[src/rtl/ted_pkg.sv]
// ----------------------------------------------------------------------------
// ted_pkg: shared types and constants of the text encoding detector
// Verdict codes, the per-sample tracking state and the byte order mark bytes.
// ----------------------------------------------------------------------------
package ted_pkg;

  localparam int unsigned BYTE_W = 8;
  localparam int unsigned ACC_W  = 21;

  // Byte order mark of UTF-8.
  localparam logic [BYTE_W-1:0] BOM_BYTE0 = 8'hEF;
  localparam logic [BYTE_W-1:0] BOM_BYTE1 = 8'hBB;
  localparam logic [BYTE_W-1:0] BOM_BYTE2 = 8'hBF;
  localparam logic [1:0]        BOM_DONE  = 2'd3;

  // Code point limits.
  localparam logic [ACC_W-1:0] CP_MAX      = 21'h10FFFF;
  localparam logic [ACC_W-1:0] CP_SURR_LO  = 21'h00D800;
  localparam logic [ACC_W-1:0] CP_SURR_HI  = 21'h00DFFF;
  localparam logic [ACC_W-1:0] CP_MIN_LEN2 = 21'h000080;
  localparam logic [ACC_W-1:0] CP_MIN_LEN3 = 21'h000800;
  localparam logic [ACC_W-1:0] CP_MIN_LEN4 = 21'h010000;

  // Sequence lengths.
  localparam logic [2:0] SEQ_NONE = 3'd0;
  localparam logic [2:0] SEQ_LEN2 = 3'd2;
  localparam logic [2:0] SEQ_LEN3 = 3'd3;
  localparam logic [2:0] SEQ_LEN4 = 3'd4;

  typedef enum logic [1:0] {
    ENC_BOM  = 2'd0,
    ENC_UTF8 = 2'd1,
    ENC_GBK  = 2'd2
  } encoding_t;

  typedef struct packed {
    logic [1:0]       bom_position;
    logic             bom_match;
    logic [2:0]       sequence_length;
    logic [2:0]       bytes_in_sequence;
    logic [ACC_W-1:0] code_accumulator;
    logic             sequence_broken;
    logic             sample_invalid;
  } ted_state_t;

  localparam ted_state_t STATE_RESET = '{
    bom_position:      2'd0,
    bom_match:         1'b1,
    sequence_length:   SEQ_NONE,
    bytes_in_sequence: 3'd0,
    code_accumulator:  '0,
    sequence_broken:   1'b0,
    sample_invalid:    1'b0
  };

  // Expected mark byte at a given position of the sample.
  function automatic logic [BYTE_W-1:0] bom_byte(input logic [1:0] pos);
    logic [BYTE_W-1:0] val;
    case (pos)
      2'd0:    val = BOM_BYTE0;
      2'd1:    val = BOM_BYTE1;
      default: val = BOM_BYTE2;
    endcase
    return val;
  endfunction

endpackage

[src/rtl/ted_step.sv]
// ----------------------------------------------------------------------------
// ted_step: next-state logic for one byte
// Advances the mark check and the UTF-8 sequence tracker by one byte and
// forms the verdict that the sample would get if this byte were its last.
// ----------------------------------------------------------------------------
module ted_step (
  input  ted_pkg::ted_state_t          cur,
  input  logic [ted_pkg::BYTE_W-1:0]   data_byte,
  output ted_pkg::ted_state_t          nxt,
  output ted_pkg::encoding_t           verdict
);
  import ted_pkg::*;

  // A completed sequence is bad if overlong, a surrogate or out of range.
  function automatic logic completed_bad(input logic [2:0] len,
                                         input logic [ACC_W-1:0] cp);
    logic overlong;
    logic surrogate;
    overlong  = ((len == SEQ_LEN2) && (cp < CP_MIN_LEN2)) ||
                ((len == SEQ_LEN3) && (cp < CP_MIN_LEN3)) ||
                ((len == SEQ_LEN4) && (cp < CP_MIN_LEN4));
    surrogate = (cp >= CP_SURR_LO) && (cp <= CP_SURR_HI);
    return overlong || surrogate || (cp > CP_MAX);
  endfunction

  logic [ACC_W-1:0] acc_shift;
  logic [2:0]       count_inc;
  logic             broken;

  assign acc_shift = {cur.code_accumulator[ACC_W-7:0], data_byte[5:0]};
  assign count_inc = cur.bytes_in_sequence + 3'd1;
  assign broken    = cur.sequence_broken || (data_byte[7:6] != 2'b10);

  always_comb begin
    nxt = cur;

    // Byte order mark check over the first three bytes.
    if (cur.bom_position != BOM_DONE) begin
      if (data_byte != bom_byte(cur.bom_position)) begin
        nxt.bom_match = 1'b0;
      end
      nxt.bom_position = cur.bom_position + 2'd1;
    end

    // Sequence tracking.
    if (cur.sequence_length == SEQ_NONE) begin
      if (!data_byte[7]) begin
        // A single-byte character leaves the tracker idle.
      end else if (data_byte[7:5] == 3'b110) begin
        nxt.sequence_length   = SEQ_LEN2;
        nxt.code_accumulator  = ACC_W'(data_byte[4:0]);
        nxt.bytes_in_sequence = 3'd1;
      end else if (data_byte[7:4] == 4'b1110) begin
        nxt.sequence_length   = SEQ_LEN3;
        nxt.code_accumulator  = ACC_W'(data_byte[3:0]);
        nxt.bytes_in_sequence = 3'd1;
      end else if (data_byte[7:3] == 5'b11110) begin
        nxt.sequence_length   = SEQ_LEN4;
        nxt.code_accumulator  = ACC_W'(data_byte[2:0]);
        nxt.bytes_in_sequence = 3'd1;
      end else begin
        nxt.sample_invalid = 1'b1;
      end
    end else if (count_inc >= cur.sequence_length) begin
      // The sequence completes on this byte and the tracker closes.
      if (broken || completed_bad(cur.sequence_length, acc_shift)) begin
        nxt.sample_invalid = 1'b1;
      end
      nxt.sequence_length   = SEQ_NONE;
      nxt.bytes_in_sequence = 3'd0;
      nxt.code_accumulator  = '0;
      nxt.sequence_broken   = 1'b0;
    end else begin
      nxt.sequence_broken   = broken;
      nxt.code_accumulator  = acc_shift;
      nxt.bytes_in_sequence = count_inc;
    end
  end

  // Verdict as seen after this byte.
  always_comb begin
    if ((nxt.bom_position == BOM_DONE) && nxt.bom_match) begin
      verdict = ENC_BOM;
    end else if (nxt.sample_invalid) begin
      verdict = ENC_GBK;
    end else begin
      verdict = ENC_UTF8;
    end
  end

endmodule

[src/rtl/text_encoding_detector.sv]
// ----------------------------------------------------------------------------
// text_encoding_detector: byte-order-mark and UTF-8 check of a text sample
// Top level with the tracking state, the handshakes and the result register.
// ----------------------------------------------------------------------------
// The block takes one byte per cycle, every cycle, whenever the result
// register is empty or its item is taken in the same cycle. Each byte goes
// through one stage of next-state logic into the tracking registers; the byte
// flagged as last also loads the verdict into the result register, which
// presents it in the cycle after that byte is accepted. The tracking state returns
// to its reset value after the last byte, so the next sample may follow at once.
module text_encoding_detector (
  input  logic                         clk,
  input  logic                         rst_n,
  input  logic                         in_valid,
  output logic                         in_ready,
  input  logic [ted_pkg::BYTE_W-1:0]   in_data_byte,
  input  logic                         in_last_byte,
  output logic                         out_valid,
  input  logic                         out_ready,
  output logic [1:0]                   out_encoding
);
  import ted_pkg::*;

  ted_state_t state_r;
  ted_state_t state_nxt;
  encoding_t  verdict;
  logic       out_valid_r;
  encoding_t  encoding_r;
  logic       in_fire;

  ted_step u_step (
    .cur       (state_r),
    .data_byte (in_data_byte),
    .nxt       (state_nxt),
    .verdict   (verdict)
  );

  assign in_ready = !out_valid_r || out_ready;
  assign in_fire  = in_valid && in_ready;

  // Tracking state, cleared after the last byte of each sample.
  always_ff @(posedge clk) begin
    if (!rst_n) begin
      state_r <= STATE_RESET;
    end else if (in_fire) begin
      state_r <= in_last_byte ? STATE_RESET : state_nxt;
    end
  end

  // Result register.
  always_ff @(posedge clk) begin
    if (!rst_n) begin
      out_valid_r <= 1'b0;
    end else if (in_fire && in_last_byte) begin
      out_valid_r <= 1'b1;
    end else if (out_ready) begin
      out_valid_r <= 1'b0;
    end
  end

  always_ff @(posedge clk) begin
    if (in_fire && in_last_byte) begin
      encoding_r <= verdict;
    end
  end

  assign out_valid    = out_valid_r;
  assign out_encoding = encoding_r;

endmodule

[config.mk]
export PLATFORM = sky130hd
export DESIGN_NAME = text_encoding_detector
export DESIGN_NICKNAME = d
export VERILOG_FILES = /design/src/rtl/ted_pkg.sv /design/src/rtl/ted_step.sv /design/src/rtl/text_encoding_detector.sv
export SDC_FILE = /design/constraint.sdc
export NUM_CORES = 1
export LEC_CHECK = 0
export BUFFER_PORTS_ARGS = -buffer_cell sky130_fd_sc_hd__clkbuf_2
export CAP_MARGIN = 15
export CELL_PAD_IN_SITES_DETAIL_PLACEMENT = 1
export CELL_PAD_IN_SITES_GLOBAL_PLACEMENT = 1
export CORE_MARGIN = 5
export CORE_UTILIZATION = 48
export CTS_BUF_LIST = sky130_fd_sc_hd__clkbuf_4
export CTS_CLUSTER_SIZE = 16
export DETAILED_ROUTE_END_ITERATION = 8
export GPL_ROUTABILITY_DRIVEN = 0
export PLACE_DENSITY_LB_ADDON = 0.08
export SLEW_MARGIN = 25
export SYNTH_ARGS = -nofsm -noshare
export SYNTH_HDL_FRONTEND = slang
export SYNTH_HIERARCHICAL = 1
export SYNTH_SLANG_ARGS = --single-unit
[constraint.sdc]
create_clock -name clk -period 2.7 [get_ports clk]
set_clock_uncertainty 0.05 [all_clocks]
set_input_delay 0.405 -clock clk [delete_from_list [all_inputs] [get_ports clk]]
set_output_delay 0.405 -clock clk [all_outputs]
set_load 0.05 [all_outputs]
# --- Yosys cells after proc, flatten, opt, wreduce, memory -nomap -nowiden ---
# Index checks and enable logic that the tools add are counted.
word_totals:
  reg_bits: 29
  output_inout_bits: 4
  inputBits: 13
classes:
  eq_ne: 14
  reduce_logical: 22
  add_sub_neg: 2
  mux: 23
  order_cmp: 7
op_table:
  columns: ["cell", "n"]
  rows:
  - ["27-bit 2-to-1 mux", 5]
  - ["32-bit 2-to-1 mux", 1]
  - ["25-bit 2-to-1 mux", 1]
  - ["21-bit by 16-bit greater-or-equal comparator with 1-bit output (second input constant)", 1]
  - ["21-bit > comparator (second input constant)", 1]
  - ["21-bit by 16-bit less-or-equal comparator with 1-bit output (second input constant)", 1]
  - ["21-bit by 12-bit less-than comparator with 1-bit output (second input constant)", 1]
  - ["21-bit by 17-bit less-than comparator with 1-bit output (second input constant)", 1]
  - ["21-bit by 8-bit less-than comparator with 1-bit output (second input constant)", 1]
  - ["7-bit one-hot mux with 2 select lines", 1]
  - ["1-bit 2-to-1 mux", 11]
  - ["8-bit 2-to-1 mux", 1]
  - ["8-bit inequality test", 1]
  - ["1-bit logical AND", 7]
  - ["1-bit logical OR", 7]
  - ["3-bit by 2-bit equality test with 1-bit output (second input constant)", 2]
  - ["3-bit equality test (second input constant)", 2]
  - ["3-bit 2-to-1 mux", 2]
  - ["2-bit inequality test (second input constant)", 3]
  - ["5-bit equality test (second input constant)", 1]
  - ["5-bit inequality test (second input constant)", 1]
  - ["4-bit equality test (second input constant)", 1]
  - ["4-bit AND reduction", 1]
  - ["3-bit by 1-bit adder with 3-bit output (second input constant)", 1]
  - ["13 further kinds", 13]

# --- Logic depth before layout (Yosys ltp) ---
# Gate-level depths: netlist (run 1).
logic_depth:
  depth_word: 11
  depth_mapped: 10
  ltp_nobuf: 9

# --- Hierarchy ---
# The synthesis (run 1) kept the hierarchy.
modules_own_cells:
  columns: ["mod", "instances", "cells_per_inst", "area_per_inst_um2"]
  rows:
  - ["text_encoding_detector", 1, 151, 1557.7]
  - ["ted_step", 1, 115, 825.8]

# --- Worst setup path before layout (run 1) ---
# OpenSTA, ideal clock, no wires.
synth_timing:
  path_type: "flip-flop to flip-flop"
  start: "reg state_r[23] (netlist bit)"
  end: "reg state_r[25] (netlist bit)"
  arrival_ps: 2188
  path_buffers: 1
  setup_slack_ps: 391
  setup_time_ps: 72
  stages_incl_launch_ff: 11
  cell_sequence: "dfxtp_1 > ha_1 > xor2_1 > ha_1 > a21o_1 > a311oi_1 > clkbuf_1 > a21oi_1 > mux2i_1 > nand3b_1 > mux2i_1"
synth_lines:
  columns: ["element", "line_no", "source"]
  rows:
  - ["from (decl)", "text_encoding_detector.sv:24", "ted_state_t state_r;"]
  - ["from (signal assigned)", "text_encoding_detector.sv:46", "state_r <= in_last_byte ? STATE_RESET : state_nxt;"]

==> flow_summary.toml, run 1 <==
[run_status]
status = "finished, final reports clean"

[sta]
tightest_slew_ns = 0.611
setup_viol = 0
timing.hold.ws_ns = 0.305
setup_ws_ns = 0.228
min_period_ns = 2.47
relSlewSlack_pct = 58.2
rsz0062_at_grt = "false"
min_period_over_period_pct = 91.6
hold_viol_final = 0
finalMaxSlewViolations = 0
fmax_ghz = 0.405
fin_tns_setup_ns = 0

[run]
cap_violations = 0

[setup_path]
crit_start = "state_r[23]"
r2r_cells = 9
crit_path_frequent_cell = "ha_1"
setup.worst_path.end = "state_r[3]"
cpMaxStageDelayCell = "dfxtp_1"
critPathArrivalTime_ns = 2.68
critPathKind = "register to register"
required_ns = 2.91
timing.rr.end = "state_r[3]"
regToRegSetupSlack_ns = 0.23
path_cells = "ha_1 -> xor2_1 -> ha_1 -> a21o_1 -> a31o_2 -> a21oi_1 -> a22o_1 -> nand3b_1 -> mux2i_1"
r2r-start = "state_r[23]"
cp_slowest_stage_delay_ns = 0.35
crit_path_start_kind = "register"
end_kind = "register"
crit_path_max_fanout = 4

[clock_tree]
cts-resized-gates = 0
clk_latency_ns = 0.33
clockBufferDepth = 2
cts.sinks = 29
cts_hold_buf = 0
cts.clk_slew.worst_paths_ns = 0.10
cts_tree = "yes"
postCtsSetupRepairBufs = 0
cts_buffers = 5
clockRootBuffer = "clkbuf_4"
h-tree-depth = 2

[synth]
syn_inst = 236
synth_area_mm2 = 0.00208
yosys_warnings = 6
syn_nets = 253
avgSynthCellArea_um2 = 8.83

[hold_path]
hp-class = "input pin to register"
worstHoldStart = "in_valid"
worstHoldPathCells = 3

[die]
num_io_pins = 17
die_w_um = 75.9
die-area_mm2 = 0.00576
die_y_um = 75.9
initial_core_util_pct = 48.5
core_area_mm2 = 0.00429
rows = 24

[placed_design]
dp_hpwl_um = 3910
post-place-ws_ns = 0.279
io_buffers = 16

[final_layout]
areaGrowthSynthToFinish_pct = 3.12
fill_cells = 520
final_net_count = 258
final_layout_size_suffix_gt1_share_pct = 15.3
diodes = 0

[route]
via_per_inst = 6.02
routed_wl_um = 5490
dr_total_vias = 1771
drt-wirelength-per-cell_um = 18.7
drtIter0Drc = 126
drt_first_pass_iters = 4
ant_nets = 0
route.detailed.drc = 0

[pwr]
power.density_mw_per_mm2 = 400
power_switching_mw = 0.267
internal_power_mw = 0.593
clkPwrFrac_pct = 30.0
pwr-share-comb_pct = 17.6
leakage_nw = 0.834
power_mw = 0.860
sequentialPowerShare_pct = 52.3
max-vdd-ir-drop_mv = 0.176
switching_share_pct = 31.0

[global_route]
antenna_found_initial = 0
grt_pass1_vias = 1879
track_usage_pct = 21.4
grt_pass1_wl_um = 9330
grt_max_degree = 33
grt_overflow_total = 0
[how the worst min path moves through the flow]
stage / endpoint
global placement: state_r[2]
finish: out_valid
global route: out_valid
floorplan: state_r[2]
detailed placement: state_r[24]
CTS: out_valid
[critical path, delay by kind of cell (launching register included)]
| kind | cells | cell delay [ns] |
|---|---|---|
| AND/OR/NAND/NOR | 1 | 0.08 |
| multiplexers | 1 | 0.17 |
| flip-flops | 1 | 0.35 |
| XOR/XNOR | 1 | 0.16 |
| AO/OA/AOI/OAI | 4 | 1.01 |
| adder cells (fa/ha/maj) | 2 | 0.58 |
[layer usage]
layer	share of wire (%)	vias to the layer above	global-route usage, %
met1	45	863	26.0
met5	0	-	0
met2	52	24	37.7
li1	-	875	-
met3	2.2	9	4.35
met4	1.3	0	6.02
[layout make-up]
cell class / instances / area, um^2 / area share, %
well taps: 52 / 65.1 / 3.03
repair buffers: 18 / 95.1 / 4.43
flip-flops and latches: 29 / 601 / 28.0
clock buffers: 5 / 37.5 / 1.75
clock inverters: 3 / 12.5 / 0.582
inverters: 7 / 26.3 / 1.22
multi-input cells: 180 / 1310 / 61.0
[placed cells by master (no fill, tap or decap), types with 2 or more instances in the layout]
cell type / instances
a21oi_1: 10
a22o_1: 14
a31oi_1: 2
buf_4: 2
clkbuf_2: 16
clkbuf_4: 5
clkinv_1: 2
dfxtp_1: 27
edfxtp_1: 2
ha_1: 4
inv_1: 7
mux2i_1: 27
nand2_1: 36
nand2b_1: 5
nand3_1: 4
nand3b_1: 27
nor2_1: 8
nor2b_1: 2
nor4_1: 3
o21ai_1: 3
[sequential cells by signal, summed over array words and instances (netlist names)]
| register | flops |
|---|---|
| state_r | 26 |
| out_encoding | 2 |
| out_valid | 1 |
[power by group through the flow]
stage	registers [mW]	clock network, mW	logic [mW]
after CTS	0.450	0.267	0.152
after floorplan	0.466	0	0.120
after global routing	0.452	0.292	0.165
after global placement	0.459	0	0.145
after detailed placement	0.460	0	0.152
final	0.450	0.258	0.152
[through the flow]
step	area, um^2	util [%]	cells
floorplan	2080	-	236
global placement	2100	48.9	286
detailed placement	2100	48.9	286
CTS	2150	50.0	294
global route	2150	50.0	294
finish	2150	50.0	294
No activity file was read; power rests on OpenSTA's default activity.
==> inputs of run 2 (changes only) <==
--- a/config.mk
+++ b/config.mk
@@ -10,7 +10,7 @@
 export CELL_PAD_IN_SITES_DETAIL_PLACEMENT = 1
 export CELL_PAD_IN_SITES_GLOBAL_PLACEMENT = 1
 export CORE_MARGIN = 5
-export CORE_UTILIZATION = 48
+export CORE_UTILIZATION = 30
 export CTS_BUF_LIST = sky130_fd_sc_hd__clkbuf_4
 export CTS_CLUSTER_SIZE = 16
 export DETAILED_ROUTE_END_ITERATION = 8
==> run 2 against run 1 <==
Against the previous run: cell count is 16% higher; combinational power is 3% higher; worst setup slack better by 0.062 ns; sequential cell count stayed put; via count is 1.2% lower; routed wire length is 6.0% higher; first-iteration DRC count is 47% lower; sequential power hardly changed; design area is 3.8% higher; critical endpoint is now state_r[15].
==> flow_summary.toml, run 2 (synthesis gave the netlist of run 1 again) <==
[placed_design]
placed_cell_area_mm2 = 0.00217
dp_hpwl_um = 3960
io_buffers = 16
post-place-ws_ns = 0.295

[clock_tree]
h-tree-depth = 2
clockBufferDepth = 2
cts_buffers = 5
clk_latency_ns = 0.34
clockRootBuffer = "clkbuf_4"
cts_hold_buf = 0
cts.clk_slew.worst_paths_ns = 0.11
cts.sinks = 29
cts_tree = "yes"
cts-resized-gates = 0
postCtsSetupRepairBufs = 0

[final_layout]
diodes = 0
layout_commonest_cell = "nand2_1"
largest_register_ffs = 26
top_register = "state_r"
areaGrowthSynthToFinish_pct = 7.03
final_cell_mix = "nand2_1, nand3b_1, mux2i_1, dfxtp_1, clkbuf_2"
final_layout_size_suffix_gt1_share_pct = 17.2
design_area_mm2 = 0.00223
final_net_count = 260
fill_cells = 823

[die]
die_w_um = 93.3
num_io_pins = 17
die-area_mm2 = 0.00871
die_y_um = 93.3
rows = 30
core_area_mm2 = 0.00679
initial_core_util_pct = 30.7

[pwr]
leakage_nw = 0.850
max-vdd-ir-drop_mv = 0.117
power_mw = 0.895
power.density_mw_per_mm2 = 402

[global_route]
grt_pass1_wl_um = 9700
antenna_found_initial = 0
grt_overflow_total = 0
grt_pass1_vias = 1733
grt_max_degree = 37
track_usage_pct = 14.4

[route]
via_per_inst = 5.14
drt_first_pass_iters = 4
drt-wirelength-per-cell_um = 17.1
dr_total_vias = 1749
routed_wl_um = 5820
drtIter0Drc = 67
route.detailed.drc = 0
ant_nets = 0

[run]
cap_violations = 0

[setup_path]
critPathKind = "register to register"
crit_path_start_kind = "register"
crit_path_max_fanout = 11
critPathArrivalTime_ns = 2.63
end_kind = "register"
required_ns = 2.92

[hold_path]
hp-class = "input pin to register"

[run_status]
status = "finished, final reports clean"

[sta]
hold_viol_final = 0
fin_tns_setup_ns = 0
rsz0062_at_grt = "false"
tightest_slew_ns = 0.600
setup_ws_ns = 0.290
setup_viol = 0
relSlewSlack_pct = 59.0
timing.hold.ws_ns = 0.287
min_period_ns = 2.41
finalMaxSlewViolations = 0
fmax_ghz = 0.415
min_period_over_period_pct = 89.2
-- run 2: cell types whose count changed in the layout (fill, tap and decap cells not counted) --
| cell | change |
|---|---|
| clkinv_2 | +1 |
| buf_4 | +2 |
| a311oi_2 | +1 |
| a311oi_1 | -1 |
| clkbuf_4 | +1 |
| clkinv_1 | -2 |
-- run 2: metal layers --
layer / GRT usage (%) / up-vias / part of all wire, %
li1: - / 881 / -
met1: 22.1 / 840 / 54
met2: 19.7 / 21 / 41
met3: 2.82 / 7 / 3.1
met4: 4.76 / 0 / 1.2
met5: 0 / - / 0
-- run 2: report_power, final --
group | switching (mW) | leakage (nW) | internal, mW
clock | 0.179 | 0.0354 | 0.109
sequential | 0.00865 | 0.237 | 0.441
combinational | 0.0970 | 0.577 | 0.0597
-- run 2: worst paths after layout --
kind / startpoint / to / slack (ns) / cells after the start
worst min register to register: state_r[24] / state_r[24] / 0.44 / 2
worst min-delay path: in_valid / out_valid / 0.29 / 3
worst max register to register: state_r[23] / state_r[15] / 0.29 / 9
worst max-delay path: state_r[23] / state_r[15] / 0.29 / 9
-- run 2: final cells by class --
class,instances,area (um^2),area share (%)
timing repair buffer,20,110,4.94
clock buffer,6,45.0,2.02
tap,96,120,5.39
sequential,29,601,26.9
multi-input combinational,180,1320,59.1
inverter,7,26.3,1.18
clock inverter,2,10.0,0.449
-- run 2: critical path, stage by stage, from the launching register on --
cell and delay (ns):
dfxtp_1 0.35, ha_1 0.25, xor2_1 0.15, ha_1 0.33, a21o_1 0.23, a311oi_2 0.34, buf_4 0.25, a22o_1 0.16
nand3b_1 0.07, mux2i_1 0.15
-- run 2: stage by stage --
| step | utilization, % | std cells |
|---|---|---|
| global route | 32.8 | 340 |
| floorplan | - | 236 |
| finish | 32.8 | 340 |
| detailed placement | 32.0 | 332 |
| global placement | 32.0 | 332 |
| CTS | 32.8 | 340 |
